==> src/rtl/core/vwh_ram.sv <==
// Generic single-port-write, single-read RAM with registered read data.
// No dependencies.
`timescale 1ns / 1ps
module vwh_ram #(
  parameter int unsigned Width = 8,
  parameter int unsigned Depth = 16
) (
  input  logic                     clk_i,
  input  logic                     we_i,
  input  logic [$clog2(Depth)-1:0] waddr_i,
  input  logic [Width-1:0]         wdata_i,
  input  logic [$clog2(Depth)-1:0] raddr_i,
  output logic [Width-1:0]         rdata_o
);
  logic [Width-1:0] mem [Depth];
  always_ff @(posedge clk_i) begin
    if (we_i) mem[waddr_i] <= wdata_i;
    rdata_o <= mem[raddr_i];
  end
endmodule

==> config.mk <==
export PLATFORM = sky130hd
export DESIGN_NAME = vwh_ram
export DESIGN_NICKNAME = d
export VERILOG_FILES = /design/src/rtl/core/vwh_ram.sv
export SDC_FILE = /design/constraint.sdc
export NUM_CORES = 1
export LEC_CHECK = 0
export BUFFER_PORTS_ARGS = -buffer_cell sky130_fd_sc_hd__buf_2
export CORE_MARGIN = 2
export CORE_UTILIZATION = 55
export CTS_CLUSTER_SIZE = 14
export DETAILED_ROUTE_END_ITERATION = 6
export GPL_TIMING_DRIVEN = 0
export HOLD_SLACK_MARGIN = 0.1
export MAX_ROUTING_LAYER = met4
export PLACE_DENSITY = 0.73
export SYNTH_ARGS = -nofsm -noshare
export SYNTH_HDL_FRONTEND = slang
export SYNTH_SLANG_ARGS = --single-unit
==> constraint.sdc <==
create_clock -name clk_i -period 2.55 [get_ports clk_i]
set_input_delay 0.765 -clock clk_i [delete_from_list [all_inputs] [get_ports clk_i]]
set_output_delay 0.765 -clock clk_i [all_outputs]
set_load 0.05 [all_outputs]
After elaboration in Yosys (flattened, before gate mapping)
Memory sizes are Yosys's and may differ from the RTL's. A register that Yosys moved wholly into a read port is not among the register bits.
Cells that the tools add are included.
Storage, ports and cells
  output and inout port bits: 8
  logic and storage cells: 3
  memories: 1
  flip-flop bits (word level): 0
  bits in latches: 0
  input bits: 18
  bits in writable memories: 128
  ROM bits: 0
Memory list
  mem: depth 16, bits a word 8, read ports 1, clocked after Yosys merged registers in 1, wr ports 1, line 15  | logic [Width-1:0] mem [Depth];
Operators by class
  shift operators: 0
  add/subtract/negate cells: 0
  $mul: 0
  order comparisons: 0
  mux-type cells: 2
  eq/ne operators: 0
  reduce and logical (&&, ||, !) cells: 0
  bitwise gates (word level): 0
  divide/modulo/power cells: 0
Operator list (count)
  2-to-1 mux 1 bit: 2

Depth between registers and ports, before layout
  depth in word-level cells: 2
  mapped depth: 5
  mapped depth without buffers: 3

Least setup slack after synthesis
No wires, ideal clock.
  path kind: input to register
  start point: input waddr_i[2]
  end point: memory mem[0][0] (enable)
  slack: 0.292 ns
  arrival time: 1.875 ns
  cell stages on the path: 2
  cells stage by stage: or3b_2 nor3_1
RTL lines
  start: declaration: line 10  | input logic [$clog2(Depth)-1:0] waddr_i,
  end: declaration: line 15
No word-level cell before the write port.

Worst setup path after layout
  start point: input waddr_i[2]
  end point: memory mem[0][2] (enable)
No word-level cell before the write port.

==> impl_metrics.py <==
metrics = {
    "run_status": {
        "status": "finished clean",
    },
    "hold_path": {
        "hold_class": "input port to flop",
    },
    "run": {
        "maxCapViolCount": 0,
    },
    "synth": {
        "synth-seq-cells": 136,
        "async_flop_share_pct": 0,
        "syn_inst": 229,
        "synth_enable_flop_cells": 128,
        "synth_area_per_cell_um2": 22.48,
        "synth_flop_cell": "edfxtp_1",
        "yosysTopAreaCell": "edfxtp_1",
        "ys_seq_area_share_pct": 77.78,
        "syn_nets": 247,
        "synth_top_area_share_pct": 74.67,
        "synth.distinct_cells": 19,
        "ys_top_cells_by_area": "edfxtp_1 (75%), mux4_2 (7.9%), mux4_1 (7.1%)",
        "yosys_warnings": 0,
        "synth_area_um2": 5147,
    },
    "floorplan": {
        "start_util_pct": 56.24,
        "dieArea_um2": 10150,
        "coreArea_um2": 9153,
        "die_w_um": 100.7,
        "boundaryPins": 26,
        "die_h_um": 100.7,
        "fp-row-count": 35,
    },
    "worst_setup_path": {
        "cp.arrival_ns": 2.44,
        "required_ns": 2.67,
        "path_max_fanout": 8,
        "crit_path_end_kind": "flop",
        "critPathLaunchType": "input port",
        "critPathKind": "input port to flop",
    },
    "pwr": {
        "total_power_uw": 5356,
        "p_switching_uw": 1075,
        "power.internal_uw": 4282,
        "power.density_nw_per_um2": 888.0,
        "p_clk_share_pct": 47.8,
        "pwr-share-seq_pct": 46.9,
        "combPwrFrac_pct": 5.3,
        "p_leak_uw": 0.002044,
        "swShare_pct": 20.06,
        "irDropWorstVdd_v": 0.0006033,
    },
    "cells_and_area": {
        "stdcell_count": 396,
        "area_growth_pct": 17.19,
        "nets": 290,
        "insertedDiodeCount": 0,
        "drive_above_1_share_pct": 29.12,
    },
    "sta": {
        "grt_setup_unrepaired": "false",
        "fmax_mhz": 430.4,
        "min_period_ns": 2.324,
        "skew_ns": 0.006034,
        "maxSlewHeadroom_pct": 10.22,
        "setup_violations": 0,
        "worstMarginPinSlew_ns": 1.336,
        "final-max-slew-violation-count": 0,
        "timing.final.crit_share_pct": 91.12,
        "final_hold_viol_count": 0,
        "timing.hold.ws_ns": 0.6476,
    },
    "clock_network": {
        "post_cts_resized": 0,
        "cts_sinks": 136,
        "cts_tree": "built",
        "clock-root-buffer": "clkbuf_8",
        "cts_setup_buffers": 0,
        "clk_path_buf_depth": 2,
        "cts_made_buffers": 17,
        "holdBufCountCts": 0,
        "cts_max_level": 4,
        "path_clk_slew_ns": 0.06,
        "clk_latency_ns": 0.52,
    },
    "global_routing": {
        "grt_max_degree": 17,
        "grt.total_usage_pct": 21.99,
        "grt_pass1_wl_um": 14700,
        "antenna_found_initial": 0,
        "overflow": 0,
        "grt_pass1_vias": 2387,
    },
    "place": {
        "post-dp-hpwl_um": 5964,
        "post-place-cells": 364,
        "port_buffers": 24,
        "routabilityCongestion": 0.7166,
    },
    "routing": {
        "drc_errors": 0,
        "routed_wl_um": 9779,
        "vias_per_cell": 6.104,
        "drtIter0Drc": 279,
        "antenna_left": 0,
        "detail_route.wl_per_cell_um": 24.69,
        "drt_pre_antenna_iters": 5,
        "vias": 2417,
    },
}
==> stage by stage <==
| step | TNS (ns) | setup WS, ns | utilization (%) | cell area [um2] |
|---|---|---|---|---|
| after global placement | -2.150 | -0.2690 | 59.07 | 5406 |
| after detailed placement | -2.523 | -0.3157 | 59.07 | 5406 |
| after global routing | 0 | 0.1563 | 65.91 | 6032 |
| after CTS | 0 | 0.2232 | 65.91 | 6032 |
| after floorplan | 0 | 0.2921 | - | 5147 |
| final | 0 | 0.2265 | 65.91 | 6032 |
==> synth_stat cells (all sizes together) (2+ instances only) <==
cell,n
a22oi,16
buf,7
clkdlybuf4s25,3
dfxtp,8
edfxtp,128
mux4,32
nand2,9
nand2b,2
nand3b,2
nor2,13
nor3,4
==> sequential cells by signal, indices dropped and copies added (netlist names) <==
name,count
mem,128
rdata_o,8
==> per-layer routing <==
metal,vias up,track usage [%],wire length [um]
met1,1258,31.58,4446
met5,-,-,0
met3,15,4.716,467
met2,79,31.33,4715
met4,0,8.851,150
li1,1065,-,-
==> final cells by class <==
| class | count | area, um2 |
|---|---|---|
| Tap cell | 111 | 138.9 |
| Fill cell | 628 | 3120 |
| Timing Repair Buffer | 24 | 120.1 |
| Multi-Input combinational cell | 83 | 1057 |
| Clock inverter | 13 | 203.9 |
| Buffer | 10 | 86.33 |
| Clock buffer | 19 | 421.7 |
| Sequential cell | 136 | 4004 |
==> kinds of logic (layout without fill, tap and decap cells) <==
family / count (synthesis) / count (layout) / synth area share (%)
simple gates: 35 / 35 / 3.184
compound gates: 16 / 16 / 2.334
buf+inv: 10 / 66 / 1.677
mux: 32 / 32 / 15.02
flops: 136 / 136 / 77.78
==> power groups by stage <==
stage	sequential [uW]	combinational, uW	clock [uW]
6_report	2510	286	2560
5_1_grt	2520	306	2670
4_1_cts	2510	289	2580
3_5_place_dp	2560	287	0
3_3_place_gp	2550	279	0
2_1_floorplan	2610	127	0
==> critical path, cell delays in order <==
cell    delay, ns
buf_2        0.11
or3b_2       0.53
nor3_1       1.03
==> layout by cell type, fill, tap and decap left out, types with 5 or more instances in the layout <==
cell type / count
edfxtp_1: 128
mux4_2: 18
nor2_1: 13
a22oi_1: 16
bufinv_16: 5
dfxtp_1: 8
nand2_1: 9
mux4_1: 14
buf_2: 27
clkbuf_16: 16
==> final timing paths <==
kind / startpoint / to / slack (ns) / cells after the start
worst max-delay path: waddr_i[2] / mem[0][2] / 0.23 / 3
worst min-delay path: wdata_i[5] / mem[15][5] / 0.65 / 1
worst max register to register: mem[15][0] / rdata_o[0] / 1.16 / 3
worst min register to register: mem[11][1] / rdata_o[1] / 0.70 / 3
(Power assumes the default switching activity.)
