### src/rtl/core/vwh_pkg.sv
// Package for the vertex weld hash table: payload structs, sizes, shared types.
// No dependencies.
`timescale 1ns / 1ps
package vwh_pkg;
  localparam int unsigned TableDepth = 4096;
  localparam int unsigned IdxW = $clog2(TableDepth);
  localparam int unsigned EpochW = 8;
  localparam logic [31:0] GridScaleRst = 32'd65536000;

  typedef struct packed {
    logic start_mesh;
    logic signed [31:0] pos_x;
    logic signed [31:0] pos_y;
    logic signed [31:0] pos_z;
  } in_word_t;

  typedef struct packed {
    logic signed [31:0] weld_x;
    logic signed [31:0] weld_y;
    logic signed [31:0] weld_z;
    logic was_merged;
    logic table_full;
    logic [12:0] unique_total;
    logic [31:0] merged_total;
  } out_word_t;

  // slot entry: epoch tag marks validity for the current mesh
  typedef struct packed {
    logic [EpochW-1:0] epoch;
    logic [31:0] kx;
    logic [31:0] ky;
    logic [31:0] kz;
    logic [31:0] px;
    logic [31:0] py;
    logic [31:0] pz;
  } slot_t;

  localparam int unsigned SlotW = $bits(slot_t);
endpackage

### src/rtl/core/vwh_key.sv
// Cell key unit: one coordinate times grid scale, rounded, with the product registered.
// Depends on vwh_pkg.
`timescale 1ns / 1ps
module vwh_key (
  input  logic        clk_i,
  input  logic [31:0] pos_i,
  input  logic [31:0] scale_i,
  output logic [31:0] key_o
);
  import vwh_pkg::*;
  logic        neg_q;
  logic [63:0] prod_q;
  logic [31:0] mag;
  logic [32:0] q;
  always_comb mag = pos_i[31] ? (~pos_i + 32'd1) : pos_i;
  always_ff @(posedge clk_i) begin
    neg_q  <= pos_i[31];
    prod_q <= {32'd0, mag} * {32'd0, scale_i};
  end
  always_comb begin
    q = 33'((prod_q + 64'h8000_0000) >> 32);
    if (!neg_q) key_o = (q > 33'h7FFF_FFFF) ? 32'h7FFF_FFFF : q[31:0];
    else key_o = 32'd0 - q[31:0];
  end
endmodule

### config.mk
export PLATFORM = sky130hd
export DESIGN_NAME = vwh_key
export DESIGN_NICKNAME = d
export VERILOG_FILES = /design/src/rtl/core/vwh_pkg.sv /design/src/rtl/core/vwh_key.sv
export SDC_FILE = /design/constraint.sdc
export NUM_CORES = 2
export LEC_CHECK = 0
export BUFFER_PORTS_ARGS = -buffer_cell sky130_fd_sc_hd__buf_2
export CORE_MARGIN = 2
export CORE_UTILIZATION = 67
export CTS_CLUSTER_DIAMETER = 100
export DETAILED_ROUTE_END_ITERATION = 8
export GPL_TIMING_DRIVEN = 0
export HOLD_SLACK_MARGIN = 0.06
export PLACE_DENSITY = 0.9
export SLEW_MARGIN = 20
export SYNTH_ARGS = -nofsm -noshare
export SYNTH_HDL_FRONTEND = slang
export SYNTH_SLANG_ARGS = --single-unit
### constraint.sdc
create_clock -name clk_i -period 12.25 [get_ports clk_i]
set_input_delay 1.225 -clock clk_i [delete_from_list [all_inputs] [get_ports clk_i]]
set_output_delay 1.225 -clock clk_i [all_outputs]
set_load 0.01 [all_outputs]
Word level (Yosys, flattened, before mapping)
Cells that the tools add are included.

word-level totals
  output and inout bits = 32
  word-level logic and storage cells = 11
  bits of input ports = 65
  bits in writable memories = 0
  memories = 0
  bits in read-only memories = 0
  flip-flop bits (word level) = 65
  latch bits = 0

operators by class
  shifts and indexed selects = 0
  $mul = 1
  mux-type cells = 3
  bitwise logic cells = 1
  $lt $le $gt $ge = 1
  equal/unequal tests = 0
  add/subtract/negate cells = 3
  divide/modulo/power cells = 0
  reductions and logical operators = 0

operator list
  kind                                                                     count
  32-bit 2-to-1 mux                                                        3
  64-bit by 32-bit adder with 64-bit output (second input constant)        1
  32-bit by 32-bit multiplier with 64-bit output                           1
  32-bit by 1-bit adder with 32-bit output (second input constant)         1
  32-bit by 31-bit > comparator with 1-bit output (second input constant)  1
  32-bit inverter                                                          1
  1-bit by 32-bit subtractor with 32-bit output (first input constant)     1

Logic depth before layout (Yosys ltp)
  depth in word-level cells = 4
  depth in mapped cells = 37
  depth with buffers taken out = 33

Worst setup path before layout
OpenSTA, ideal clock, no wires.

  path kind = input port to flip-flop
  from = input port pos_i[7]
  to = register prod_q[54]
  setup time = 0.120 ns
  data required time = 12.130 ns
  buffers on the path = 1
  arrival = 9.945 ns
  setup slack = 2.185 ns
  stages = 29
  cell sequence = or4_4 > or3_1 > or3_1 > or4_4 > or3_4 > o41ai_2 > xnor2_1 > buf_2 > and2_1 > fa_1 > inv_1 > fa_1 > fa_1 > fa_1 > inv_1 > fa_1 > fa_1 > fa_1 > fa_1 > ha_1 > a21o_1 > a21o_1 > a21o_1 > a41o_1 > a211o_1 > or2_2 > nand2_1 > o21ai_0 > xnor2_1

between the ends
  cells in the longest elaborated chain, start to end = 4

RTL lines
  item                                              line           source
  from (decl)                                       vwh_key.sv:6   input logic [31:0] pos_i,
  32-bit inverter                                   vwh_key.sv:15  always_comb mag = pos_i[31] ? (~pos_i + 32'd1) : pos_i;
  32-bit by 1-bit adder with 32-bit output          vwh_key.sv:15
  32-bit 2-to-1 mux *                               vwh_key.sv:15
  32-bit by 32-bit multiplier with 64-bit output *  vwh_key.sv:18  prod_q <= {32'd0, mag} * {32'd0, scale_i};
  to (signal assigned)                              vwh_key.sv:18
  to (decl)                                         vwh_key.sv:12  logic [63:0] prod_q;

Every way passes the cells marked *; elsewhere a longest branch is shown, timed or not.

Worst setup path in the final report
  from = input port pos_i[7]
  to = register prod_q[56]

Same word-level chain as after synthesis.

==> impl_results.md <==
* Synthesized flop and latch total at 34
* Tcrit/Tclk final at 0.991
* Most frequent cells in the layout: fa_1, inv_1, and2_1
* Crit-path most repeated cell: fa_1
* Yosys top cell area share at 0.501
* Crit. End Element: flop
* Clk buf depth at 2
* Initial core utilization at 0.680
* Largest cells by area after synthesis: fa_1, and2_1, ha_1
* Clock root cell: clkbuf_16
* Post CTS Setup Buffer Count at 0
* Crit path kind: in -> reg
* CP peak stage delay at a little under 0.7 ns
* Most common cell after layout, fill and taps aside: fa_1
* Net Count, Synth at 5261
* Area occupied by multi-input gates at 31100 um^2
* Hold path endpoint: neg_q$_DFF_P_
* Drt first pass iters at 6
* Clock slew seen by the registers of the worst setup and hold paths at about 0.060 ns
* CTS Sinks at 34
* Post-Synth XOR/XNOR Area at 0.0284
* Wirelength, routed at 132000 um
* CTS buffer count at 5
* Number of global-route vias before repair at ~31k
* Number of distinct library cells after synthesis at 66
* Largest fanout on the critical path at 11
* Slew Viols, Final at 0
* Hold Path Origin: pos_i[31]
* Share of cells above drive strength 1 at 0.0336
* Initial DRC count at 3420
* GR Util All Layers at 0.485
* Post-DP HPWL at 110000 um
* Async SR Flop Fraction at 0
* Status: finished, final reports clean
* Synth Area in Simple Gates at 0.193
* First-pass GRT wire length at ~190000 um
* DRC at 0
* CTS tree: done
* I/O Pins at 97
* H-Tree Depth at 2
* Slowest cell on crit path: fa_1
* Setup TNS at 0 ns
* Synth warn at 0
* Largest family of logic cells by synthesized area: adder cells
* Average size of a mapped cell at ~8.9 um^2
* Max-cap violations at 0
* Hold Path Stages at 1
* Synth Area in Adders at 0.593
* Min cycle time layout at 12.14 ns
* RSZ-0062 raised after global routing: false
* Hold Vio Cnt, Final at 0
* Multiplexer area fraction after synthesis at 0.00175
* Die ar. at approximately 55000 um^2
* Startpoint types: input port
* Gate count of the mapped netlist at 4037
* Routed vias/inst at approximately 6.3
* Compound-cell area share of the yosys netlist at 0.0499
* Nets at approximately 5.4k
* Synth-to-layout area growth at 4.59%
* Via count at 30.4k
* IO buf count at 95
* DR WL/cell at 27.2 um
* WP data arrival at 12.34 ns
* Dominant cell type by area after synthesis: fa_1
* Initial antenna violation count at 18
* Reg area at 681 um^2
* FP Rows at 84
* Worst-Margin Slew at between 1 and 1.5 ns
* Die height at ~240 um
* Grt ovf at 0
* Finish-stage setup viols at 0
* CP Data Required Time at between 10 and 15 ns
* Largest net degree at the start of global routing at 13
* Post-synth EDFFs at 0
* Seq/Total Area, Yosys at 0.0190
* Die width at 235 um
* Rel. slew slack at 0.121
* GPL Wtd Cong at 1.12
* Hold_buf cts at 0
* Hold Path Class: in -> reg
* ANT nets after route at 0
* Core box area at 52700 um^2
* Synth Flop Type: dfxtp_1
* Mapped cell area at 35800 um^2
* Fmax at around 82 MHz
* Fillers at 4075
==> per-layer routing <==
layer | vias to the layer above | track usage | routed length [um] | part of all wire
met4 | 16 | 0.420 | 15200 | 0.12
met2 | 2427 | 0.702 | 55300 | 0.42
met3 | 778 | 0.165 | 18300 | 0.14
met1 | 15000 | 0.582 | 42700 | 0.32
met5 | - | 0 | 106 | 0.00080
li1 | 12200 | - | - | -
==> layout make-up <==
type | instances | share of cell area
flip-flops and latches | 34 | 0.0182
well taps | 688 | 0.0230
clock buffers | 5 | 0.00334
multi-input cells | 2911 | 0.830
plain buffers | 220 | 0.0227
inverters | 871 | 0.0873
diodes | 12 | 0.000802
clock inverters | 3 | 0.00184
repair buffers | 96 | 0.0129
==> sequential cells by signal (all words and copies together), names as in the netlist <==
| signal | cells |
|---|---|
| prod_q | 33 |
| neg_q | 1 |
==> synthesized netlist by cell type, types with 8 or more instances <==
cell type  instances
fa_1             895
inv_1            870
and2_1           577
nand2_1          532
ha_1             264
clkbuf_1         216
a21oi_1           94
xnor2_1           70
nor2_1            64
o21ai_0           60
xor2_1            46
nand3_1           36
dfxtp_1           34
nand4_1           28
nor3_1            24
a21o_1            19
nor2b_1           17
o21bai_1          16
and3_1            15
a211oi_1          11
o31ai_1           11
or3_1             10
a22oi_1            9
nor4_1             9
nor3b_1            8
==> critical path, delay by kind of cell <==
kind / cells / cell delay (ns)
fa+ha+maj: 9 / 4.85
simple gates: 9 / 3.52
compound gates: 4 / 1.53
buf+inv: 4 / 0.63
xor+xnor: 2 / 0.55
==> timing repair <==
| item | in CTS | in global routing |
|---|---|---|
| endpoints found under the setup margin | 20 | 19 |
| gates cloned | 0 | 0 |
| resized for setup | 5 | 21 |
==> kinds of logic after synthesis <==
group / after synthesis
adders and majority gates: 1159
and+or+nand+nor: 1347
AOI/OAI and AO/OA: 283
muxes: 6
buffers and inverters: 1092
xor gates and xnor gates: 116
DFF: 34
==> worst max path at each step <==
stage,from,endpoint,slack [ns]
floorplan,pos_i[7],prod_q[54]$_DFF_P_,2.18
global placement,pos_i[0],prod_q[59]$_DFF_P_,-1.52
CTS,pos_i[0],prod_q[59]$_DFF_P_,0.009
finish,pos_i[7],prod_q[56]$_DFF_P_,0.11
global route,pos_i[31],prod_q[56]$_DFF_P_,0.005
detailed placement,pos_i[31],prod_q[59]$_DFF_P_,-0.95
==> per-stage QoR <==
step | setup slack [ns] | instances | utilization | area (um^2) | hold slack (ns)
global route | 0.00506 | 4828 | 0.710 | 37400 | 1.35
floorplan | 2.18 | 4037 | - | 35800 | 1.25
global placement | -1.52 | 4820 | 0.705 | 37100 | 1.43
CTS | 0.00943 | 4829 | 0.709 | 37400 | 1.14
finish | 0.110 | 4840 | 0.711 | 37400 | 1.37
detailed placement | -0.947 | 4821 | 0.705 | 37100 | 1.43
Power is left out: the tool's default activity adds up to more than one toggle a clock period on the data nets, which glitch-free logic cannot reach.
